File: src/design/zpw_pkg.sv
// ----------------------------------------------------------------------------
// zpw_pkg
// shared types and constants of the zone proximity weighting core
// ----------------------------------------------------------------------------
package zpw_pkg;

    localparam int NUM_ZONES_DEF = 16;

    localparam int POS_W   = 32;
    localparam int EXT_W   = 31;
    localparam int SLOT_W  = 4;
    localparam int WGT_W   = 17;
    localparam int OFS_W   = 33;
    localparam int SQ_W    = 62;
    localparam int SUM_W   = 64;
    localparam int ROOT_W  = 32;

    // input item kinds carried on tuser
    localparam logic [1:0] FUNC_REG    = 2'd0;
    localparam logic [1:0] FUNC_REMOVE = 2'd1;
    localparam logic [1:0] FUNC_TICK   = 2'd2;

    localparam logic SHAPE_SPHERE = 1'b0;
    localparam logic SHAPE_BOX    = 1'b1;

    typedef struct packed {
        logic             shape;
        logic [POS_W-1:0] cx;
        logic [POS_W-1:0] cy;
        logic [POS_W-1:0] cz;
        logic [EXT_W-1:0] ex;
        logic [EXT_W-1:0] ey;
        logic [EXT_W-1:0] ez;
    } zone_t;

endpackage

File: src/design/zpw_table.sv
// ----------------------------------------------------------------------------
// zpw_table
// zone parameter memory, one write port and one registered read port
// ----------------------------------------------------------------------------
module zpw_table #(
    parameter int NUM_ZONES = zpw_pkg::NUM_ZONES_DEF,
    parameter int SW        = 4
) (
    input  logic            aclk,
    input  logic            wr_en,
    input  logic [SW-1:0]   wr_addr,
    input  zpw_pkg::zone_t  wr_data,
    input  logic [SW-1:0]   rd_addr,
    output zpw_pkg::zone_t  rd_data
);

    zpw_pkg::zone_t mem_reg [NUM_ZONES];
    zpw_pkg::zone_t rd_data_reg;

    always_ff @(posedge aclk) begin
        if (wr_en) begin
            mem_reg[wr_addr] <= wr_data;
        end
        rd_data_reg <= mem_reg[rd_addr];
    end

    assign rd_data = rd_data_reg;

endmodule

File: config.mk
export PLATFORM = sky130hd
export DESIGN_NAME = zpw_table
export DESIGN_NICKNAME = d
export VERILOG_FILES = /design/src/design/zpw_pkg.sv /design/src/design/zpw_table.sv
export SDC_FILE = /design/constraint.sdc
export NUM_CORES = 2
export LEC_CHECK = 0
export BUFFER_PORTS_ARGS = -buffer_cell sky130_fd_sc_hd__buf_2
export CAP_MARGIN = 20
export CORE_MARGIN = 2
export CORE_UTILIZATION = 40
export CTS_BUF_LIST = sky130_fd_sc_hd__clkbuf_8
export CTS_CLUSTER_DIAMETER = 120
export DETAILED_ROUTE_END_ITERATION = 12
export SLEW_MARGIN = 20
export SYNTH_ARGS = -nofsm -noshare
export SYNTH_HDL_FRONTEND = slang
export SYNTH_SLANG_ARGS = --single-unit
File: constraint.sdc
create_clock -name aclk -period 29.2 [get_ports aclk]
set_input_delay 5.84 -clock aclk [delete_from_list [all_inputs] [get_ports aclk]]
set_output_delay 5.84 -clock aclk [all_outputs]
set_load 0.03 [all_outputs]
### Yosys cells after proc, flatten, opt, wreduce, memory -nomap -nowiden

Memory sizes are Yosys's and may differ from the RTL's. A register that Yosys moved wholly into a read port is not among the register bits.
Index checks and enable logic that the tools add are counted.

| storage, ports and cells | value |
|---|---|
| bits in latches | 0 |
| word-level logic and storage cells | 3 |
| output and inout bits | 190 |
| RAM bits | 3,040 |
| memories | 1 |
| ROM bits | 0 |
| register bits | 0 |
| bits of input ports | 200 |

| operators by class | value |
|---|---|
| equality and inequality tests | 0 |
| shifts and indexed selects | 0 |
| muxes and demuxes | 2 |
| multiply operators | 0 |
| add/sub/neg operators | 0 |
| div/mod/pow operators | 0 |
| reduce and logical (&&, ||, !) cells | 0 |
| $lt $le $gt $ge | 0 |
| bitwise logic cells | 0 |

Memory list:

| name | depth | width | rd ports | clocked after Yosys merged registers in | wr ports | RTL line | source |
|---|---|---|---|---|---|---|---|
| mem_reg | 16 | 190 | 1 | 1 | 1 | zpw_table.sv:17 | `zpw_pkg::zone_t mem_reg [NUM_ZONES];` |

Operators with widths:

| kind | count |
|---|---|
| $mux 1 | 2 |

### Logic depth before layout (Yosys ltp)

| depth | value |
|---|---|
| depth in word-level cells | 2 |
| mapped depth | 7 |
| mapped depth without buffers | 3 |

### Least setup slack after synthesis

Ideal clock, no wire load.

| timing | value |
|---|---|
| path kind | input port to flip-flop |
| from | in wr_addr[2] |
| to | mem mem_reg[0][0] (netlist name), enable pin |
| cell stages on the path | 2 |
| path slack | 9.075 ns |
| path buffers | 0 |
| required time | 28.224 ns |
| arrival | 19.149 ns |
| setup time | 0.976 ns |
| cells stage by stage | or3b_2 -> nor3_1 |

RTL lines:

| element | RTL line | source |
|---|---|---|
| start: declaration | zpw_table.sv:11 | `input logic [SW-1:0] wr_addr,` |
| end: declaration | zpw_table.sv:17 |  |

No word-level cell before the write port.

==> key figures <==
CTS
  • CTS tree: done
  • H-tree levels: 6
  • Clock Latency Late Sink: between 1 and 1.5 ns
  • Total CTS buffers: 541
  • Root Driver: clkbuf_8
  • Post CTS Setup Buffer Count: 0
  • Clock buffer depth: 4
  • Clock tree sinks: 3230
  • Post-CTS Resized: 0
  • Post-CTS Hold Fix Bufs: 0
  • Reg clk slew, reported paths: 0.06 ns

Worst setup path
  • Arrival time at the worst endpoint: between 10 and 15 ns
  • Buf+Inv Stages, Crit Path: 4
  • Most used cell along the critical path: buf_4
  • Setup CP Type: primary input to flip-flop
  • Cell Chain, Critical Path: buf_8, buf_4, buf_12, buf_4, mux4_2, a22oi_1, nand2_1
  • Crit path largest cell delay: 0.86 ns
  • Critical Path Start Type: primary input
  • Top delay family on crit path: buffers and inverters
  • Slowest CP cell: buf_4
  • Worst Path Required: between 30 and 40 ns
  • CP Max Fanout: around 100
  • Critical path capture point type: flip-flop

GRT
  • Total gr overflow: 0
  • Vias in the first global route: roughly 58000
  • GRT Total Usage: 19.0%
  • Initial antenna violation count: just over 100
  • First-pass GRT wire length: 412000 um
  • Pin count of the biggest net entering global routing: around 170

Cells and area
  • Commonest non-fill, non-tap cell in the layout: edfxtp_1
  • Final nets: 5951
  • Max reg flops: about 3000
  • Fill cells: 24400
  • Commonest cells after routing, fill and taps aside: edfxtp_1 (3040), mux4_2 (707), clkbuf_8 (615)
  • Area Overhead vs Synth: 14.7%
  • Layout cells sized above 1: 33.0%

Yosys
  • Post-Synthesis Cells: slightly below 5000
  • Avg Synthesized Cell Area: between 20 and 25 um^2
  • Synth area leaders: edfxtp_1 (77%), mux4_2 (14%), dfxtp_1 (3.2%)
  • Seq cells post-synth: between 3000 and 4000
  • Share of the synthesized area in the top cell type: around 77%
  • Synthesis warning total: 0
  • Largest area contributor in the netlist: edfxtp_1
  • Synth cell types: 26
  • Cell Area, Synth: 0.118 mm^2
  • Syn_nets: approximately 5200
  • Seq/Total Area, Yosys: 80.7%

STA
  • Final Setup Violations: 0
  • Fin. Hold Viols: 0
  • Slew Viols, Final: 0
  • Final min period: just over 9 ns
  • RSZ-0062 raised after global routing: no
  • Ratio of final minimum period to clock period: between 30% and 40%
  • Final Skew: a little under 0.09 ns
  • Slew HR: roughly 20%
  • Setup_tns: 0 ns
  • Max Fclk: ~110 MHz
  • Worst slew pin tran: approximately 1.2 ns

Drt
  • Residual DRC: 0
  • DRT iter0 DRCs: about 5300
  • Avg Vias per Cell: around 5.5
  • DR pass1 iterations: 5
  • Final wirelength: about 290000 um
  • Wirelength per Cell: about 28 um
  • Vias: around 56000
  • Final ANT Viol Nets: 0

Placement
  • IO buf count: around 390
  • Hpwl dp: between 100000 and 150000 um
  • GP Congestion: 0.720

Floorplan
  • Chip Height: 547 um
  • Core box area: 0.294 mm^2
  • Starting density of the core: 40.2%
  • Die area: approximately 0.3 mm^2
  • Chip width: around 550 um
  • Row count: between 150 and 200
  • I/O pin total: a little under 400

Pwr
  • Worst vdd ir: 49.4 uV
  • Power Dens Cells: 70.7 mW/mm^2
  • Leakage: ~44 nW
  • Total power: approximately 9.6 mW

Run status
  • Status: finished clean

Run
  • Max Cap Violations: 0

Hold path
  • Worst hold path class: flip-flop to flip-flop
## cell families after synthesis
logic type	synth area share [%]
flops	80.7
mux	14.7
compound gates	2.59
buf+inv	1.12
simple gates	0.887
## cell usage after synthesis (all sizes together)
master and instances:
nand3b 2, nor2 15, nor2b 39, o22a 7
nand2b 24, nand2 139, or3b 1, a22oi 320
nor3 4, o21ai 26, edfxtp 3040, mux2i 34
mux2 99, o221ai 33, clkbuf 90, or2 1
mux4 707, dfxtp 190, a221oi 20, nand3 1
and2 3, buf 174
## routing by layer
layer | global-route usage [%] | share of wire (%) | up-vias
met3 | 4.21 | 7.3 | 597
met1 | 25.8 | 41 | 30100
met5 | 0 | 0.12 | -
li1 | - | - | 22900
met4 | 5.90 | 2.9 | 62
met2 | 30.6 | 48 | 1960
## cell type report
| type | instances | area (um^2) | share of cell area, % |
|---|---|---|---|
| antenna | 33 | 82.6 | 0.0611 |
| tap | 3919 | 4900 | 3.63 |
| clock buffer | 615 | 8460 | 6.26 |
| timing repair buffer | 503 | 3000 | 2.22 |
| clock inverter | 365 | 2030 | 1.50 |
| multi-input combinational | 1475 | 21600 | 16.0 |
| sequential | 3230 | 95100 | 70.3 |
## report_power, final
| group | leakage, nW | internal [mW] | switching (mW) | total, mW |
|---|---|---|---|---|
| combinational | 8.86 | 0.180 | 0.322 | 0.502 |
| sequential | 29.1 | 5.19 | 0.0449 | 5.23 |
| clock | 6.17 | 2.00 | 1.83 | 3.82 |
| total | 44.1 | 7.36 | 2.19 | 9.56 |
## worst paths after layout
path / startpoint / slack, ns / cells past startpoint / end
worst min-delay path: mem_reg[6][155] / 0.61 / 3 / rd_data[155]
worst max register to register: mem_reg[1][174] / 27.71 / 3 / rd_data[174]
worst min register to register: mem_reg[6][155] / 0.61 / 3 / rd_data[155]
worst max-delay path: rd_addr[0] / 20.11 / 7 / rd_data[131]
## metrics by stage
step	std cells	setup slack [ns]	cell area, um^2	util, %	hold WS [ns]
after floorplan	4969	9.08	118000	-	0.635
after global placement	9126	18.88	125000	42.4	0.652
after detailed placement	9126	18.84	125000	42.4	0.657
after global routing	10100	19.69	135000	46.0	0.639
final	10100	20.11	135000	46.1	0.606
after CTS	10100	20.07	135000	46.0	0.594
## worst reg2reg max path, cell delays in order, from the launching register on
cell      delay [ns]
edfxtp_1        0.37
mux4_2          0.46
a22oi_1         0.22
o21ai_0         0.26
Note: power is estimated with default switching activity, not from simulation.
