[src/design/zpw_pkg.sv]
// ----------------------------------------------------------------------------
// zpw_pkg
// shared types and constants of the zone proximity weighting core
// ----------------------------------------------------------------------------
package zpw_pkg;

    localparam int NUM_ZONES_DEF = 16;

    localparam int POS_W   = 32;
    localparam int EXT_W   = 31;
    localparam int SLOT_W  = 4;
    localparam int WGT_W   = 17;
    localparam int OFS_W   = 33;
    localparam int SQ_W    = 62;
    localparam int SUM_W   = 64;
    localparam int ROOT_W  = 32;

    // input item kinds carried on tuser
    localparam logic [1:0] FUNC_REG    = 2'd0;
    localparam logic [1:0] FUNC_REMOVE = 2'd1;
    localparam logic [1:0] FUNC_TICK   = 2'd2;

    localparam logic SHAPE_SPHERE = 1'b0;
    localparam logic SHAPE_BOX    = 1'b1;

    typedef struct packed {
        logic             shape;
        logic [POS_W-1:0] cx;
        logic [POS_W-1:0] cy;
        logic [POS_W-1:0] cz;
        logic [EXT_W-1:0] ex;
        logic [EXT_W-1:0] ey;
        logic [EXT_W-1:0] ez;
    } zone_t;

endpackage

[src/design/zpw_sq.sv]
// ----------------------------------------------------------------------------
// zpw_sq
// bit-serial squarer, one multiplier bit per cycle
// ----------------------------------------------------------------------------
module zpw_sq (
    input  logic                       aclk,
    input  logic                       aresetn,
    input  logic                       start,
    input  logic [zpw_pkg::EXT_W-1:0]  a,
    output logic                       busy,
    output logic [zpw_pkg::SQ_W-1:0]   prod
);

    logic [zpw_pkg::EXT_W-1:0] mplier_reg;
    logic [zpw_pkg::SQ_W-1:0]  mcand_reg;
    logic [zpw_pkg::SQ_W-1:0]  acc_reg;
    logic [4:0]                cnt_reg;
    logic                      busy_reg;

    always_ff @(posedge aclk) begin
        if (!aresetn) begin
            busy_reg <= 1'b0;
            cnt_reg  <= '0;
        end else if (start) begin
            busy_reg <= 1'b1;
            cnt_reg  <= '0;
        end else if (busy_reg) begin
            cnt_reg <= cnt_reg + 5'd1;
            if (cnt_reg == 5'(zpw_pkg::EXT_W - 1)) begin
                busy_reg <= 1'b0;
            end
        end
    end

    always_ff @(posedge aclk) begin
        if (start) begin
            mplier_reg <= a;
            mcand_reg  <= zpw_pkg::SQ_W'(a);
            acc_reg    <= '0;
        end else if (busy_reg) begin
            if (mplier_reg[0]) begin
                acc_reg <= acc_reg + mcand_reg;
            end
            mplier_reg <= mplier_reg >> 1;
            mcand_reg  <= mcand_reg << 1;
        end
    end

    assign busy = busy_reg;
    assign prod = acc_reg;

endmodule

[config.mk]
export PLATFORM = sky130hd
export DESIGN_NAME = zpw_sq
export DESIGN_NICKNAME = d
export VERILOG_FILES = /design/src/design/zpw_pkg.sv /design/src/design/zpw_sq.sv
export SDC_FILE = /design/constraint.sdc
export NUM_CORES = 1
export LEC_CHECK = 0
export BUFFER_PORTS_ARGS = -buffer_cell sky130_fd_sc_hd__buf_2
export CORE_MARGIN = 8
export CORE_UTILIZATION = 38
export CTS_CLUSTER_SIZE = 20
export DETAILED_ROUTE_END_ITERATION = 6
export GPL_TIMING_DRIVEN = 0
export SKIP_CTS_REPAIR_TIMING = 1
export SYNTH_ARGS = -nofsm -noshare
export SYNTH_HDL_FRONTEND = slang
export SYNTH_SLANG_ARGS = --single-unit
export TNS_END_PERCENT = 100
[constraint.sdc]
create_clock -name aclk -period 3.2 [get_ports aclk]
set_clock_uncertainty 0.2 [all_clocks]
set_input_delay 0.32 -clock aclk [delete_from_list [all_inputs] [get_ports aclk]]
set_output_delay 0.32 -clock aclk [all_outputs]
set_load 0.01 [all_outputs]
---- After elaboration in Yosys (flattened, before gate mapping) ----
Cells that the tools add are included.
cells by class
  add/sub/neg operators ................... 2
  eq/ne operators ......................... 1
  mux-type cells .......................... 7
  bitwise gates (word level) .............. 1
  reductions and logical operators ........ 3
operators by type and width
  cell                                         number
  two-way mux 31 bit                           4
  adder 62 bit                                 1
  adder 5 x 1 -> 5 bit, second input constant  1
  == test 5 bit, second input constant         1
  two-way mux 1 bit                            3
  AND reduction 2 bit                          1
  nonzero test 2 bit                           1
  OR reduction 2 bit                           1
  NOT 1 bit                                    1
word-level totals
  bits in registers ....................... 161
  input bits .............................. 34
  output and inout bits ................... 63
  logic and storage cells ................. 20

---- Logic depth before layout (Yosys ltp) ----
  depth in word-level cells ............... 4
  mapped depth ............................ 13
  mapped depth without buffers ............ 13

---- Worst setup path before layout ----
Ideal clock, no wire load.
  path kind ............................... flip-flop to flip-flop
  from .................................... register acc_reg, in the netlist prod[0]
  to ...................................... register acc_reg, in the netlist prod[50]
  arrival time ............................ 3.066 ns
  required time ........................... 2.938 ns
  slack ................................... -0.128 ns
  cell stages (with the launch flop) ...... 14
  buffers on the path ..................... 0
  clock period less this slack ............ 3.328 ns
  path through ............................ dfxtp_1 ha_1 inv_1 fa_1 and2b_2 o211ai_4 a31oi_4 a31oi_2 o41ai_2 a31oi_1 o31ai_2 o21ai_2 or4_1 nand3_1
on the way
  cells in the longest elaborated chain, start to end .. 1
RTL lines
  element                   line          source
  start: declaration        zpw_sq.sv:16  logic [zpw_pkg::SQ_W-1:0] acc_reg;
  start signal: assignment  zpw_sq.sv:42  acc_reg <= acc_reg + mcand_reg;
  adder 62 bit              zpw_sq.sv:42
No other way between the ends.
A chain may end at the register's enable or synchronous reset.

---- Worst setup path after layout ----
  from .................................... register mcand_reg[0] (netlist bit)
  to ...................................... register acc_reg, in the netlist prod[46]
on the way
  cells in the longest elaborated chain, start to end .. 1
RTL lines
  element                   line          source
  start: declaration        zpw_sq.sv:15  logic [zpw_pkg::SQ_W-1:0] mcand_reg;
  start signal: assignment  zpw_sq.sv:38  mcand_reg <= zpw_pkg::SQ_W'(a);
  start signal: assignment  zpw_sq.sv:45  mcand_reg <= mcand_reg << 1;
  adder 62 bit              zpw_sq.sv:42
No other way between the ends.

==> results.json <==
{
  "status": "finished with violations",
  "violations": "hold timing, setup timing",
  "area_growth_pct": 24.4,
  "crit_chain": "ha_2 -> inv_2 -> fa_2 -> and2b_2 -> o211ai_4 -> a31oi_4 -> a31oi_4 -> o41ai_4 -> buf_4 -> a31oi_4 -> buf_6 -> o21ai_4 -> a21boi_2 -> or4_1 -> nand3_1",
  "dieArea_mm2": 0.0305,
  "clk_pin_slew_worst_paths_ns": 0.07,
  "diodes": 0,
  "placed_area_mm2": 0.0105,
  "num_vias": 8562,
  "slew_headroom": 0.362,
  "htreeDepth": 4,
  "crit_type": "reg -> reg",
  "crit_slowest_cell": "or4_1",
  "vdd_drop_max_v": 0.000239,
  "synthCells": 1130,
  "hold_viol_final": 18,
  "netSwitchingFraction": 0.288,
  "startpoint_type": "register",
  "grt_pass1_vias": 8196,
  "report.final.slew_viol_count": 0,
  "ios": 97,
  "yosys.area.top_type": "dfxtp_1",
  "endpoint_kind": "register",
  "hold_path.class": "in -> reg",
  "grt_max_degree": 63,
  "ys_warn_count": 0,
  "detail_route.wl_per_cell_um": 17.3,
  "clk_path_buf_depth": 2,
  "hpwl_um": 20400,
  "drc_errors": 0,
  "clock.fmax_ghz": 0.280,
  "die_w_um": 175,
  "synth_area_mm2": 0.00957,
  "setup_violations": 9,
  "pwr_density_cell_mw_per_mm2": 448,
  "p_leak_nw": 5.09,
  "crit_fanout": 5,
  "first_pass_iters": 5,
  "vias_per_cell": 5.31,
  "port_buffers": 95,
  "min_period_ns": 3.58,
  "ys_types": 69,
  "finalCritPeriodShare": 1.12,
  "pwr-share-clk": 0.397,
  "ys_top_cells_by_count": "nand2_1, a21oi_1, dfxtp_1",
  "routed_wl_um": 27900,
  "cts_sinks": 161,
  "cts_tree": "done",
  "grt_use_total": 0.174,
  "total_power_mw": 5.34,
  "synth_area_leaders": "dfxtp_1, edfxtp_1, ha_1",
  "rows": 58,
  "hold_ws_ns": -0.0148,
  "core-area_mm2": 0.0250,
  "worst_pin_slew_ns": 0.958,
  "fillers": 2528,
  "syn_area_per_cell_um2": 8.47,
  "synth.most_common_cell": "nand2_1",
  "drive_gt1_frac": 0.193,
  "rsz0062_at_grt": "yes",
  "die_y_um": 175,
  "antenna_found_initial": 0,
  "p_seq_frac": 0.440,
  "power.switching_mw": 1.54,
  "cpMostUsedCell": "a31oi_4",
  "final_cell_area_mm2": 0.0119,
  "clock_latency_ns": 0.44,
  "max-cap-violations": 0,
  "place_congestion": 0.895,
  "nets": 1367,
  "p_int_mw": 3.80,
  "cts_buffers": 17,
  "seq_area_frac_synth": 0.402,
  "cp_top_family": "compound AO/OA/AOI/OAI gates",
  "fin_ws_ns": -0.377,
  "synth-edff-count": 62,
  "synth_top_area_frac": 0.207,
  "slowest_delay_ns": 0.48,
  "cts_root_buf": "clkbuf_16",
  "synth-async-reset-ratio": 0,
  "synth_flop_cell": "dfxtp_1",
  "initial_core_util": 0.383,
  "crit_buf_inv": 3,
  "syn_nets": 1228,
  "grt_pass1_wl_um": 43300,
  "comb_power_share": 0.163,
  "cp.required_ns": 3.38,
  "grt.overflow.total": 0,
  "dr.first_iter.drc_count": 490,
  "synth_seq_cells": 161,
  "antenna_left": 0,
  "arrival_ns": 3.75
}
==> logic make-up (layout without fill, tap and decap cells) <==
logic type,Yosys count,after routing,synth area share
AO/OA/AOI/OAI,324,324,0.209
XOR/XNOR,54,54,0.0494
adder cells (fa/ha/maj),64,64,0.0844
buffers and inverters,138,289,0.0549
flip-flops,161,161,0.402
multiplexers,35,35,0.0367
AND/OR/NAND/NOR,354,355,0.164
==> layout make-up <==
cell class | count | area [um^2] | share of cell area
Buffer | 45 | 185 | 0.0155
Clock buffer | 18 | 429 | 0.0360
Clock inverter | 14 | 168 | 0.0141
Inverter | 76 | 285 | 0.0240
Multi-Input combinational cell | 832 | 5760 | 0.484
Sequential cell | 161 | 3850 | 0.323
Tap cell | 330 | 413 | 0.0347
Timing Repair Buffer | 136 | 821 | 0.0689
==> worst reg2reg max path, delay by kind of cell, from the launching register on <==
kind,cells,cell delay (ns)
buf+inv,3,0.40
compound gates,7,1.20
flops,1,0.36
fa+ha+maj,2,0.52
simple gates,3,0.83
==> power by group through the flow <==
stage / Combinational [mW] / Clock [mW] / Sequential (mW)
after floorplan: 0.518 / 0 / 2.37
after global placement: 0.737 / 0 / 2.38
after detailed placement: 0.741 / 0 / 2.38
after CTS: 0.748 / 2.16 / 2.34
after global routing: 0.962 / 2.24 / 2.36
final: 0.871 / 2.12 / 2.35
==> cell usage in the layout (no fill, tap or decap), drive strengths merged, types with 5 or more instances in the layout <==
| master | count |
|---|---|
| nand2 | 167 |
| buf | 135 |
| a21oi | 112 |
| o21ai | 100 |
| dfxtp | 99 |
| nor2 | 85 |
| inv | 83 |
| ha | 63 |
| edfxtp | 62 |
| clkbuf | 52 |
| xnor2 | 35 |
| mux2i | 34 |
| a21o | 31 |
| nand4 | 20 |
| xor2 | 19 |
| nand3 | 18 |
| nor3 | 14 |
| a31oi | 14 |
| dlygate4sd3 | 12 |
| and2 | 8 |
| o21a | 7 |
| nor2b | 7 |
| a211oi | 7 |
| or3 | 6 |
| and3 | 6 |
| a221oi | 6 |
| o211ai | 5 |
| or2 | 5 |
| o31ai | 5 |
==> worst paths after layout <==
kind / start / end / slack (ns) / depth (start not counted)
worst min-delay path: a[20] / mcand_reg[20]$_DFFE_PP_ / -0.01 / 3
worst min register to register: prod[0]$_SDFFE_PP0P_ / prod[0]$_SDFFE_PP0P_ / 0.28 / 2
worst max-delay path: mcand_reg[0]$_SDFFCE_PN0P_ / prod[46]$_SDFFE_PP0P_ / -0.38 / 15
worst max register to register: mcand_reg[0]$_SDFFCE_PN0P_ / prod[46]$_SDFFE_PP0P_ / -0.38 / 15
==> stage by stage <==
step                setup WS (ns)  utilization  setup TNS [ns]  instances
finish                     -0.377        0.477           -1.79       1612
global route               -0.479        0.477           -3.30       1612
CTS                        -0.589        0.443           -6.65       1587
detailed placement         -0.533        0.419           -5.59       1555
global placement           -0.559        0.419          -29.65       1555
floorplan                  0.0463            -               0       1130
==> routing by layer <==
| layer | wire length [um] | up-vias | global-route usage |
|---|---|---|---|
| li1 | - | 4269 | - |
| met1 | 13300 | 4097 | 0.229 |
| met2 | 13000 | 166 | 0.281 |
| met3 | 957 | 30 | 0.0330 |
| met4 | 651 | 0 | 0.0604 |
| met5 | 0 | - | 0 |
(Power assumes the default switching activity.)
