**config.mk**
```make
export PLATFORM = sky130hd
export DESIGN_NAME = zpw_sqrt
export DESIGN_NICKNAME = d
export VERILOG_FILES = /design/src/design/zpw_pkg.sv /design/src/design/zpw_sqrt.sv
export SDC_FILE = /design/constraint.sdc
export NUM_CORES = 1
export LEC_CHECK = 0
export BUFFER_PORTS_ARGS = -buffer_cell sky130_fd_sc_hd__buf_2
export CAP_MARGIN = 40
export CORE_MARGIN = 3
export CORE_UTILIZATION = 45
export DETAILED_ROUTE_END_ITERATION = 7
export GPL_TIMING_DRIVEN = 0
export PLACE_DENSITY = 0.73
export SYNTH_ARGS = -nofsm -noshare
export SYNTH_HDL_FRONTEND = slang
export SYNTH_SLANG_ARGS = --single-unit
```
**constraint.sdc**
```tcl
create_clock -name aclk -period 3.91 [get_ports aclk]
set_input_delay 0.782 -clock aclk [delete_from_list [all_inputs] [get_ports aclk]]
set_output_delay 0.782 -clock aclk [all_outputs]
set_load 0.005 [all_outputs]
```
**src/design/zpw_pkg.sv**
```systemverilog
// ----------------------------------------------------------------------------
// zpw_pkg
// shared types and constants of the zone proximity weighting core
// ----------------------------------------------------------------------------
package zpw_pkg;

    localparam int NUM_ZONES_DEF = 16;

    localparam int POS_W   = 32;
    localparam int EXT_W   = 31;
    localparam int SLOT_W  = 4;
    localparam int WGT_W   = 17;
    localparam int OFS_W   = 33;
    localparam int SQ_W    = 62;
    localparam int SUM_W   = 64;
    localparam int ROOT_W  = 32;

    // input item kinds carried on tuser
    localparam logic [1:0] FUNC_REG    = 2'd0;
    localparam logic [1:0] FUNC_REMOVE = 2'd1;
    localparam logic [1:0] FUNC_TICK   = 2'd2;

    localparam logic SHAPE_SPHERE = 1'b0;
    localparam logic SHAPE_BOX    = 1'b1;

    typedef struct packed {
        logic             shape;
        logic [POS_W-1:0] cx;
        logic [POS_W-1:0] cy;
        logic [POS_W-1:0] cz;
        logic [EXT_W-1:0] ex;
        logic [EXT_W-1:0] ey;
        logic [EXT_W-1:0] ez;
    } zone_t;

endpackage

```
**src/design/zpw_sqrt.sv**
```systemverilog
// ----------------------------------------------------------------------------
// zpw_sqrt
// digit-by-digit integer square root, two radicand bits per cycle
// ----------------------------------------------------------------------------
module zpw_sqrt (
    input  logic                        aclk,
    input  logic                        aresetn,
    input  logic                        start,
    input  logic [zpw_pkg::SUM_W-1:0]   n,
    output logic                        busy,
    output logic [zpw_pkg::ROOT_W-1:0]  root
);

    logic [zpw_pkg::SUM_W-1:0]  rad_reg;
    logic [33:0]                rem_reg;
    logic [zpw_pkg::ROOT_W-1:0] root_reg;
    logic [4:0]                 cnt_reg;
    logic                       busy_reg;
    logic [35:0]                rem_sh;
    logic [35:0]                trial;

    assign rem_sh = {rem_reg, rad_reg[zpw_pkg::SUM_W-1 -: 2]};
    assign trial  = {2'b00, root_reg, 2'b01};

    always_ff @(posedge aclk) begin
        if (!aresetn) begin
            busy_reg <= 1'b0;
            cnt_reg  <= '0;
        end else if (start) begin
            busy_reg <= 1'b1;
            cnt_reg  <= '0;
        end else if (busy_reg) begin
            cnt_reg <= cnt_reg + 5'd1;
            if (cnt_reg == 5'd31) begin
                busy_reg <= 1'b0;
            end
        end
    end

    always_ff @(posedge aclk) begin
        if (start) begin
            rad_reg  <= n;
            rem_reg  <= '0;
            root_reg <= '0;
        end else if (busy_reg) begin
            rad_reg <= rad_reg << 2;
            if (rem_sh >= trial) begin
                rem_reg  <= 34'(rem_sh - trial);
                root_reg <= {root_reg[zpw_pkg::ROOT_W-2:0], 1'b1};
            end else begin
                rem_reg  <= rem_sh[33:0];
                root_reg <= {root_reg[zpw_pkg::ROOT_W-2:0], 1'b0};
            end
        end
    end

    assign busy = busy_reg;
    assign root = root_reg;

endmodule

```
## After elaboration in Yosys (flattened, before gate mapping)

Cells that the tools add are included.

- Bits in registers: 136
- Logic and storage cells: 19
- Bits of input ports: 67

- Muxes and demuxes: 7
- Equal/unequal tests: 1
- Magnitude comparators: 1
- Add/sub/neg operators: 2
- Reductions and logical operators: 2
- Bitwise logic cells: 1

Operator list:

| cell | count |
|---|---|
| $mux 64 | 2 |
| $ge 36x34->1 | 1 |
| $mux 34 | 1 |
| $sub 34x34->34 | 1 |
| $add 5x1->5 const B | 1 |
| $eq 5x5->1 const B | 1 |
| $mux 1 | 4 |
| $reduce_bool 2->1 | 1 |
| $reduce_or 2->1 | 1 |
| $not 1->1 | 1 |

## Logic depth before layout (Yosys ltp)

Gate-level depths: netlist of run 1.

- Word-level depth: 4
- Depth in mapped cells: 13
- Gate-level depth less buffers: 10

## Worst setup path before layout of run 1

Ideal clock, no wire load.

- Path kind: input to register
- Start: in start
- End: reg rad_reg[0] (netlist name) (enable)
- Path slack: 805 ps
- Stages on the path: 4
- Required time: 3,492 ps
- Data arrival time: 2,687 ps
- Path buffers: 2
- Cell sequence: clkbuf_1 > clkbuf_1 > nor2_1 > inv_1

- Word-level cells in the longest chain between the ends: 1

RTL lines:

| item | RTL line | RTL |
|---|---|---|
| start, declared | zpw_sqrt.sv:8 | `input logic start,` |
| $reduce_bool 2->1 (no line) | n/a |  |
| end signal, assigned | zpw_sqrt.sv:42 | `rad_reg <= n;` |
| end signal, assigned | zpw_sqrt.sv:46 | `rad_reg <= rad_reg << 2;` |
| end, declared | zpw_sqrt.sv:14 | `logic [zpw_pkg::SUM_W-1:0] rad_reg;` |

No other way between the ends.
A chain may end at the register's enable or synchronous reset.

## Final worst setup path of run 1

- Start: reg root_reg (netlist bit root[18])
- End: reg rem_reg[31]

- Word-level cells in the longest chain between the ends: 2
- Elaborated cells between the ends (all ways): 3

RTL lines:

| item | RTL line | RTL |
|---|---|---|
| start, declared | zpw_sqrt.sv:16 | `logic [zpw_pkg::ROOT_W-1:0] root_reg;` |
| start signal, assigned | zpw_sqrt.sv:49 | `root_reg <= {root_reg[zpw_pkg::ROOT_W-2:0], 1'b1};` |
| start signal, assigned | zpw_sqrt.sv:52 | `root_reg <= {root_reg[zpw_pkg::ROOT_W-2:0], 1'b0};` |
| $sub 34x34->34 / $ge 36x34->1 (equally long branches) | zpw_sqrt.sv:48, zpw_sqrt.sv:47 |  |
| $mux 34 * | zpw_sqrt.sv:47 | `if (rem_sh >= trial) begin` |
| end signal, assigned | zpw_sqrt.sv:48 | `rem_reg <= 34'(rem_sh - trial);` |
| end signal, assigned | zpw_sqrt.sv:51 | `rem_reg <= rem_sh[33:0];` |
| end, declared | zpw_sqrt.sv:15 | `logic [33:0] rem_reg;` |

Every way passes the cells marked *; elsewhere a longest branch is shown, timed or not.

==> summary.txt, run 1 <==
========================================================================================
Status ....................................................................    completed
Worst path slowest cell ...................................................      o21ai_0
Die X-Extent ..............................................................     137.3 µm
Largest family of logic cells by synthesized area ......................... compound AO/OA/AOI/OAI gates
Resize count post-CTS .....................................................            0
Sw frac ...................................................................       0.4116
Post-synthesis mux area share .............................................       0.1393
Leak pwr ..................................................................  0.003721 µW
Number of endpoints with negative hold slack in the final report ..........            0
Crit Path Class ...........................................................   reg -> reg
Placed cell areas .........................................................     8558 µm²
Gate family responsible for the most delay along the worst path ........... compound AO/OA/AOI/OAI gates
FF/Latch Area .............................................................     3363 µm²
Placement row count .......................................................           47
Synthesized-area fraction occupied by adder cells .........................      0.05804
Number of DRC markers in iteration 0 ......................................          358
Number of violations of the max-capacitance limit .........................            0
Simple-gate share of the synthesized area .................................       0.1374
Endpoint class of the critical path .......................................    flip-flop
Total routing usage reported by global routing ............................       0.1974
Final Instance Area .......................................................     9123 µm²
First-pass GRT wire length ................................................     29.59 mm
Sink count of the clock tree ..............................................          136
Time the worst path needs with I/O delays and setup .......................     3.164 ns
Count leader, synth .......................................................       nor2_1
Clk root buf ..............................................................    clkbuf_16
DIE HEIGHT ................................................................     137.3 µm
Total Routed Length .......................................................     18.24 mm
Core outline area .........................................................    16760 µm²
Die outline area ..........................................................    18860 µm²
Total half-perimeter wirelength after legalization and detailed placement .     13.29 mm
Delay of the slowest critical-path stage ..................................      0.56 ns
Sequence of cells on the critical path .................................... inv_1, ha_1, clkbuf_1, a211o_1, a221oi_1, o21ai_1, o21ai_0, or3_4, a2111oi_2, o31ai_1, a311oi_2
Number of buffers and inverters on the critical path ......................            2
EDFF count, synth .........................................................           64
Share of post-route cells with drive strength above 1 .....................       0.2673
Cell types with the highest counts after synthesis ........................ 85 x nor2_1, 72 x dfxtp_1, 64 x edfxtp_1, 64 x mux2_2, 61 x nand2_1
Transition time of the tightest slew-check pin ............................    0.8972 ns
Synth-to-layout area growth ...............................................       17.54%
Clock network fraction of total power .....................................        0.224
Design internal power .....................................................      4048 µW
Area used by multi-input combinational logic ..............................     4009 µm²
Class of the worst hold path ..............................................   reg -> reg
Post-synthesis cell type count ............................................           72
Final clock period utilization by the worst path ..........................       0.8092
Pre-antenna DRT Iters .....................................................            7
Effective utilization at floorplan ........................................       0.4631
Diode insertion count for antenna repair ..................................            0
Detailed-route DRC error count ............................................            0
Compound-cell area share of the yosys netlist .............................       0.1559
Power density over cell area .............................................. 754.1 nW/µm²
Final ANT Viol Nets .......................................................            0
Final setup violation count ...............................................            0
Maximum fanout along the worst path .......................................            8
Flip-flop count of the largest register after layout ......................           64
Average wire length per cell after detail routing .........................     16.38 µm
Largest net degree at the start of global routing .........................           42
Post-Synthesis Cell Area ..................................................     7761 µm²
Proportion of power drawn by combinational gates ..........................        0.512
Element type at the critical path start ...................................    flip-flop
Max-slew headroom .........................................................       0.3968
Sequential element share of the synthesized area ..........................       0.4333
Vias per std cell .........................................................        5.461
Routed vias ...............................................................         6083
Max Transition Viols Final ................................................            0
Syn Nets ..................................................................          865
Initial antenna violation count ...........................................            0
Clock slew seen by the registers of the worst setup and hold paths ........      0.06 ns
Maximum root-to-sink buffer count .........................................            2
Final Skew ................................................................  0.008441 ns
Sum of overflow across all layers after global routing ....................            0
P_sw ......................................................................      2831 µW
Inserted Clock Buffers ....................................................           17
Number of hold buffers added after cts ....................................            0
Xor and xnor fraction of the mapped netlist area ..........................      0.02596
Portion of total power attributed to sequential cells .....................        0.264
Total of fill cells in the finished design ................................         1488
Syn Inst Count ............................................................          762
Global placer's final weighted congestion .................................       0.9032
Hold slack ................................................................    0.4560 ns
Highest Clock Rate ........................................................   0.3161 GHz
Number of warnings reported in the yosys synthesis log ....................            0
Post-CTS setup-driven buffer insertion count ..............................            0
Max rail drop VDD .........................................................    0.4528 mV
Net count reported at finish ..............................................          984
Main flop type after synthesis ............................................      dfxtp_1
Proportion of netlist area held by the largest area contributor ...........       0.2476
Synthesized area per cell .................................................    10.19 µm²
Clock tree from TritonCTS .................................................        built
Source-to-sink clock delay at the later pin of the worst-skew pair ........      0.42 ns
H-Tree Level Count ........................................................            4
Data arrival at the endpoint of the critical path .........................      3.43 ns
Flip-flop and latch count after synthesis .................................          136
Required time worst endpoint ..............................................      4.17 ns
Share of synthesized flip-flops with an asynchronous set or reset .........            0
PortBufs ..................................................................           98
Largest area contributor in the synthesized netlist .......................     edfxtp_1
Cell types occupying the most area after synthesis ........................ edfxtp_1 25%, dfxtp_1 19%, mux2_2 9.3%, ha_1 5.8%, mux2i_1 4.6%
RSZ-0062 raised after global routing ......................................           no
Vias in the first global route ............................................         5887
Count of pins on the block boundary .......................................          100
========================================================================================
[cell type report]
class,count,share of cell area
plain buffers,44,0.02332
clock buffers,17,0.04663
clock inverters,15,0.01522
inverters,47,0.01934
multi-input cells,535,0.4394
flip-flops and latches,136,0.3687
well taps,220,0.03017
repair buffers,100,0.05719
[tightest hold or removal path, cell delays in order, from the launching register on]
cell and delay (ns):
dfxtp_1 0.31, nand2_1 0.05, a32oi_1 0.04
[per-layer routing]
metal  share of wire  global-route usage
met1            0.46              0.2678
met2            0.48              0.3196
met3           0.049             0.03579
met4           0.013             0.06430
met5               0                   0
[cell usage in the layout (no fill, tap or decap), types with 3 or more instances in the layout]
cell       instances
a211oi_1           5
a21o_1            16
a21oi_1           30
a311oi_1           6
a311oi_2          16
a31oi_1            5
and2_1             4
and3_1             5
buf_2            106
buf_6              5
clkbuf_1          28
clkbuf_16         17
clkinv_4           3
dfxtp_1           72
edfxtp_1          64
ha_1              36
inv_1             46
inv_6              7
mux2_2            64
mux2i_1           36
nand2_1           61
nand2b_1           6
nand3_1           15
nand4_1           15
nor2_1            85
nor2b_1            5
nor3_1             5
o211ai_1           4
o21a_1             9
o21ai_0           19
o21bai_1           5
o221ai_1           5
o311ai_0           3
or3_1              7
xnor2_1           13
xor2_1            10
[cells by family (layout without fill, tap and decap cells)]
| family | count (synthesis) | count (layout) |
|---|---|---|
| AOI/OAI and AO/OA | 150 | 150 |
| xor gates and xnor gates | 23 | 23 |
| DFF | 136 | 136 |
| muxes | 100 | 100 |
| and+or+nand+nor | 226 | 226 |
| buffers and inverters | 91 | 223 |
| adders and majority gates | 36 | 36 |
[final timing paths]
kind | cells after the start | endpoint | slack, ns | from
worst min-delay path | 2 | rem_reg[33]$_SDFFE_PP0P_ | 0.46 | rem_reg[33]$_SDFFE_PP0P_
worst max-delay path | 11 | rem_reg[31]$_SDFFE_PP0P_ | 0.75 | root[18]$_SDFFE_PP0P_
worst max register to register | 11 | rem_reg[31]$_SDFFE_PP0P_ | 0.75 | root[18]$_SDFFE_PP0P_
worst min register to register | 2 | rem_reg[33]$_SDFFE_PP0P_ | 0.46 | rem_reg[33]$_SDFFE_PP0P_
[power groups by stage]
stage	sequential, µW	clock (µW)	combinational (µW)
2_1_floorplan	1800	0	2710
3_3_place_gp	1840	0	3410
3_5_place_dp	1840	0	3440
4_1_cts	1810	1560	3480
5_1_grt	1840	1630	3850
6_report	1810	1540	3520
[through the flow]
stage	utilization	setup TNS, ns	setup slack (ns)	total power [µW]	cells
4_1_cts	0.5443	0	0.7726	6854	1114
3_3_place_gp	0.5088	-4.788	-0.07810	5246	1080
5_1_grt	0.5443	0	0.5623	7318	1114
2_1_floorplan	-	0	0.8049	4509	762
6_report	0.5443	0	0.7462	6879	1114
3_5_place_dp	0.5106	0	0.7916	5281	1082
No activity file was read; power rests on OpenSTA's default activity.
==> inputs of run 2 (changes only) <==
Clock period 3.91 ns to 3.3 ns, I/O delays scaled along.
==> run 2 against run 1 <==
Net effect:
- register-to-register slack got worse by 0.56 ns
- highest routed layer unchanged
- design area is essentially flat
- sequential share of layout area is essentially flat
- largest cell class unchanged
- global-route usage stayed put
- critical path type unchanged
- die area unchanged
- fmax is 1.4% higher
- worst setup slack got worse by 0.56 ns
- critical path depth rose by 1
- clock skew shrank 0.00052 ns
- clock power rose by 18%
==> summary.txt, run 2 (synthesized netlist as in run 1, its figures left out) <==
========================================================================================
Status ....................................................................    completed
Worst reg2reg endpoint .................................................... rem_reg[33]$_SDFFE_PP0P_
Required time worst endpoint ..............................................      3.57 ns
Final setup violation count ...............................................            0
Max Transition Viols Final ................................................            0
PortBufs ..................................................................           98
Worst Hold Depth ..........................................................            2
Average wire length per cell after detail routing .........................     16.38 µm
Transition time of the tightest slew-check pin ............................    0.8780 ns
Sink count of the clock tree ..............................................          136
Clock slew seen by the registers of the worst setup and hold paths ........      0.06 ns
Most frequent standard cell in the layout excluding fill and tap cells ....        buf_2
Clk root buf ..............................................................    clkbuf_16
Sum of overflow across all layers after global routing ....................            0
Number of DRC markers in iteration 0 ......................................          366
Max rail drop VDD .........................................................    0.5362 mV
Routed vias ...............................................................         6132
Die X-Extent ..............................................................     137.3 µm
H-Tree Level Count ........................................................            4
Reg-to-reg setup timing slack .............................................      0.18 ns
Element type at the critical path start ...................................    flip-flop
Time the worst path needs with I/O delays and setup .......................     3.119 ns
Launch point of the worst reg-to-reg path ................................. root[9]$_SDFFE_PP0P_
Effective utilization at floorplan ........................................       0.4631
Final ANT Viol Nets .......................................................            0
Die outline area ..........................................................    18860 µm²
Class of the worst hold path ..............................................   reg -> reg
Crit Path Class ...........................................................   reg -> reg
Setup slack at placement ..................................................    0.1816 ns
Clock tree from TritonCTS .................................................        built
Final Skew ................................................................  0.007925 ns
Count of pins on the block boundary .......................................          100
Hold slack ................................................................    0.4534 ns
Vias in the first global route ............................................         5887
Total half-perimeter wirelength after legalization and detailed placement .     13.29 mm
Inserted Clock Buffers ....................................................           17
# placed instances ........................................................         1082
Vias per std cell .........................................................        5.504
Initial antenna violation count ...........................................            0
Source-to-sink clock delay at the later pin of the worst-skew pair ........      0.42 ns
Power density over cell area .............................................. 894.1 nW/µm²
Share of post-route cells with drive strength above 1 .....................       0.2673
Number of violations of the max-capacitance limit .........................            0
Flip-flop count of the largest register after layout ......................           64
Leading cell types in the layout, fill and taps excluded .................. 106 x buf_2, 85 x nor2_1, 72 x dfxtp_1
Length in cells of the worst reg-to-reg path ..............................           12
RSZ-0062 raised after global routing ......................................           no
Final std cells w/o fill ..................................................         1114
Number of endpoints with negative hold slack in the final report ..........            0
Net count reported at finish ..............................................          984
Total Routed Length .......................................................     18.25 mm
Worst Hold End ............................................................ rem_reg[33]$_SDFFE_PP0P_
Maximum root-to-sink buffer count .........................................            2
Largest net degree at the start of global routing .........................           42
DIE HEIGHT ................................................................     137.3 µm
Core outline area .........................................................    16760 µm²
Diode insertion count for antenna repair ..................................            0
Detailed-route DRC error count ............................................            0
Final clock period utilization by the worst path ..........................       0.9451
Endpoint class of the critical path .......................................    flip-flop
Worst hold start .......................................................... rem_reg[33]$_SDFFE_PP0P_
Synth-to-layout area growth ...............................................       17.65%
Leak pwr ..................................................................  0.003724 µW
First-pass GRT wire length ................................................     29.59 mm
Pre-antenna DRT Iters .....................................................            5
Worst Setup Slack, final ..................................................    0.1813 ns
Highest Clock Rate ........................................................   0.3206 GHz
Placement row count .......................................................           47
Maximum fanout along the worst path .......................................           10
Data arrival at the endpoint of the critical path .........................      3.38 ns
Total routing usage reported by global routing ............................       0.1974
Max-slew headroom .........................................................       0.3995
Global placer's final weighted congestion .................................       0.9032
Post-route total power ....................................................      8164 µW
========================================================================================
## run 2: changes by cell type in the layout (fill, tap and decap cells not counted)
cell,change
nor4_4,+1
nor4_2,-1
o21ai_1,+1
o21ai_0,-1
## run 2: repair_timing
item	CTS	global route
gates resized for setup	0	2
hold buffers	0	0
endpoints found under the setup margin	0	2
buffers inserted	0	0
## run 2: how the worst max path moves through the flow
| stage | start | end | slack (ns) |
|---|---|---|---|
| 3_3_place_gp | start | rad_reg[1]$_SDFFCE_PN0P_ | -0.57 |
| 2_1_floorplan | start | rad_reg[0]$_SDFFCE_PN0P_ | 0.32 |
| 3_5_place_dp | root[9]$_SDFFE_PP0P_ | rem_reg[33]$_SDFFE_PP0P_ | 0.18 |
| 5_1_grt | root[18]$_SDFFE_PP0P_ | rem_reg[20]$_SDFFE_PP0P_ | 0.02 |
| 6_report | root[9]$_SDFFE_PP0P_ | rem_reg[33]$_SDFFE_PP0P_ | 0.18 |
| 4_1_cts | root[9]$_SDFFE_PP0P_ | rem_reg[33]$_SDFFE_PP0P_ | 0.16 |
## run 2: stage by stage
step / utilization / instance area, µm² / setup TNS (ns)
6_report: 0.5448 / 9131 / 0
2_1_floorplan: - / 7761 / 0
5_1_grt: 0.5448 / 9131 / 0
3_5_place_dp: 0.5106 / 8558 / 0
3_3_place_gp: 0.5088 / 8527 / -36.02
4_1_cts: 0.5443 / 9123 / 0
## run 2: critical path, cell delays in order (launching register included)
cell and delay (ns):
dfxtp_1 0.38, inv_1 0.06, ha_1 0.39, a21o_1 0.25
a41o_1 0.28, a211oi_4 0.32, a31oi_4 0.14, or3_4 0.40
and2_4 0.15, buf_6 0.13, buf_2 0.21, o211ai_1 0.19
a32oi_1 0.07
## run 2: power breakdown
group / internal, µW / switching [µW]
clock: 1050 / 768
sequential: 2010 / 143
combinational: 1750 / 2450
total: 4810 / 3360
## run 2: area by class of cell
| cell class | count | area [µm²] |
|---|---|---|
| repair buffers | 100 | 521.8 |
| flip-flops and latches | 136 | 3363 |
| inverters | 47 | 176.4 |
| clock buffers | 17 | 425.4 |
| well taps | 220 | 275.3 |
| clock inverters | 15 | 138.9 |
| multi-input cells | 535 | 4018 |
| plain buffers | 44 | 212.7 |
| fillers | 1488 | 7629 |
## run 2: per-layer routing
layer  share of wire  global-route usage  wire [µm]
met3           0.049             0.03579        895
met2            0.48              0.3196       8816
met4           0.014             0.06430        247
met5               0                   0          0
met1            0.45              0.2678       8290
==> inputs of run 3 (changes only) <==
Settings changed: BUFFER_PORTS_ARGS -buffer_cell sky130_fd_sc_hd__buf_2 to not set, DONT_BUFFER_PORTS set to 1, PLACE_DENSITY 0.73 to 0.68.
==> run 3 against run 2 <==
Net effect:
- fmax decreased by 1.5%
- clock-buffer cell count increased by 1
- final cell count decreased by 8.8%
- largest cell class unchanged
- largest power group unchanged
==> summary.txt, run 3 (synthesized netlist as in run 1, its figures left out) <==
========================================================================================
Status ....................................................................    completed
Initial antenna violation count ...........................................            0
Worst hold start ..........................................................      aresetn
Pre-antenna DRT Iters .....................................................            5
P_sw ......................................................................      3345 µW
# placed instances ........................................................          984
Most frequent standard cell in the layout excluding fill and tap cells ....       nor2_1
Core outline area .........................................................    16760 µm²
Vias in the first global route ............................................         5502
Delay of the slowest critical-path stage ..................................      0.40 ns
Worst Hold Depth ..........................................................            1
Clock tree from TritonCTS .................................................        built
Number of DRC markers in iteration 0 ......................................          396
Total half-perimeter wirelength after legalization and detailed placement .     12.75 mm
Max-slew headroom .........................................................       0.3889
Share of post-route cells with drive strength above 1 .....................       0.1759
Number of endpoints with negative hold slack in the final report ..........            0
Post-CTS setup-driven buffer insertion count ..............................            0
Crit Path Class ...........................................................   reg -> reg
Clock network fraction of total power .....................................        0.216
Endpoint class of the critical path .......................................    flip-flop
Die outline area ..........................................................    18860 µm²
Flip-flop count of the largest register after layout ......................           64
Data arrival at the endpoint of the critical path .........................      3.44 ns
Launch point of the worst reg-to-reg path ................................. root[9]$_SDFFE_PP0P_
Largest net degree at the start of global routing .........................           42
Final std cells w/o fill ..................................................         1016
Diode insertion count for antenna repair ..................................            0
Die X-Extent ..............................................................     137.3 µm
Setup crit start .......................................................... root[9]$_SDFFE_PP0P_
Number of hold buffers added after cts ....................................            0
Transition time of the tightest slew-check pin ............................    0.9167 ns
First-pass GRT wire length ................................................     28.43 mm
Length in cells of the worst reg-to-reg path ..............................           12
Global placer's final weighted congestion .................................       0.8790
Clk root buf ..............................................................    clkbuf_16
PortBufs ..................................................................            0
Leak pwr ..................................................................  0.003257 µW
Power density over cell area .............................................. 933.0 nW/µm²
Total Routed Length .......................................................     17.90 mm
Element type at the critical path start ...................................    flip-flop
Proportion of power drawn by combinational gates ..........................        0.517
Class of the worst hold path ..............................................    in -> reg
Sum of overflow across all layers after global routing ....................            0
Average wire length per cell after detail routing .........................     17.62 µm
Final setup violation count ...............................................            0
Source-to-sink clock delay at the later pin of the worst-skew pair ........      0.43 ns
Clock slew seen by the registers of the worst setup and hold paths ........      0.06 ns
Net count reported at finish ..............................................          886
Leading cell types in the layout, fill and taps excluded .................. 85 x nor2_1, 72 x dfxtp_1, 64 x mux2_2, 64 x edfxtp_1, 61 x nand2_1
Worst path slowest cell ...................................................         ha_1
Final clock period utilization by the worst path ..........................       0.9597
Design internal power .....................................................      4689 µW
Detailed-route DRC error count ............................................            0
DIE HEIGHT ................................................................     137.3 µm
Highest Clock Rate ........................................................   0.3158 GHz
Count of pins on the block boundary .......................................          100
H-Tree Level Count ........................................................            4
Synth-to-layout area growth ...............................................       10.95%
Max Transition Viols Final ................................................            0
Sw frac ...................................................................       0.4163
Maximum root-to-sink buffer count .........................................            2
Final Skew ................................................................  0.007032 ns
Routed vias ...............................................................         5706
Resize count post-CTS .....................................................            0
Portion of total power attributed to sequential cells .....................        0.268
Max rail drop VDD .........................................................    0.7549 mV
Sequence of cells on the critical path .................................... inv_1, ha_1, a21o_1, a41o_1, a211oi_4, a31oi_4, or3_4, and2_4, buf_6, buf_2, o211ai_1, a32oi_1
Time the worst path needs with I/O delays and setup .......................     3.167 ns
Inserted Clock Buffers ....................................................           17
Total routing usage reported by global routing ............................       0.1922
Final ANT Viol Nets .......................................................            0
Gate family responsible for the most delay along the worst path ........... compound AO/OA/AOI/OAI gates
Hold slack ................................................................    0.3504 ns
Placement row count .......................................................           47
Required time worst endpoint ..............................................      3.57 ns
Vias per std cell .........................................................        5.616
Effective utilization at floorplan ........................................       0.4631
Number of buffers and inverters on the critical path ......................            3
RSZ-0062 raised after global routing ......................................           no
Number of violations of the max-capacitance limit .........................            0
Maximum fanout along the worst path .......................................           10
Sink count of the clock tree ..............................................          136
Number of stages on the worst setup path ..................................           12
========================================================================================
==> run 3: per-stage QoR <==
stage / power [µW] / utilization / setup TNS (ns) / area, µm² / setup WS [ns]
5_1_grt: 8524 / 0.5138 / 0 / 8611 / 0.01272
2_1_floorplan: 5343 / - / 0 / 7761 / 0.3169
3_3_place_gp: 6213 / 0.4795 / -34.48 / 8036 / -0.5428
6_report: 8034 / 0.5138 / 0 / 8611 / 0.1331
3_5_place_dp: 6235 / 0.4814 / 0 / 8068 / 0.1319
4_1_cts: 7997 / 0.5130 / 0 / 8597 / 0.1119
==> run 3: path summary, 6_finish.rpt <==
check,slack [ns],endpoint
worst max register to register,0.13,rem_reg[33]$_SDFFE_PP0P_
worst max-delay path,0.13,rem_reg[33]$_SDFFE_PP0P_
worst min register to register,0.47,rem_reg[33]$_SDFFE_PP0P_
worst min-delay path,0.35,busy$_SDFF_PN0_
==> run 3: layout make-up <==
class                   instances  area [µm²]
clock buffers                  18       429.2
clock inverters                14       100.1
inverters                      47       176.4
repair buffers                  2       31.28
multi-input cells             535        4023
fillers                      1542        8149
plain buffers                  44       212.7
well taps                     220       275.3
flip-flops and latches        136        3363
==> run 3: routing by layer <==
layer / wire (µm) / global-route usage
met5: 0 / 0
met4: 278 / 0.07040
met3: 880 / 0.04237
met2: 8365 / 0.2967
met1: 8377 / 0.2647
==> run 3: power by group through the flow <==
stage | Clock [µW] | Combinational [µW] | Sequential, µW
2_1_floorplan | 0 | 3210 | 2130
6_report | 1730 | 4150 | 2150
5_1_grt | 1840 | 4510 | 2180
4_1_cts | 1760 | 4090 | 2150
3_3_place_gp | 0 | 4030 | 2180
3_5_place_dp | 0 | 4050 | 2180
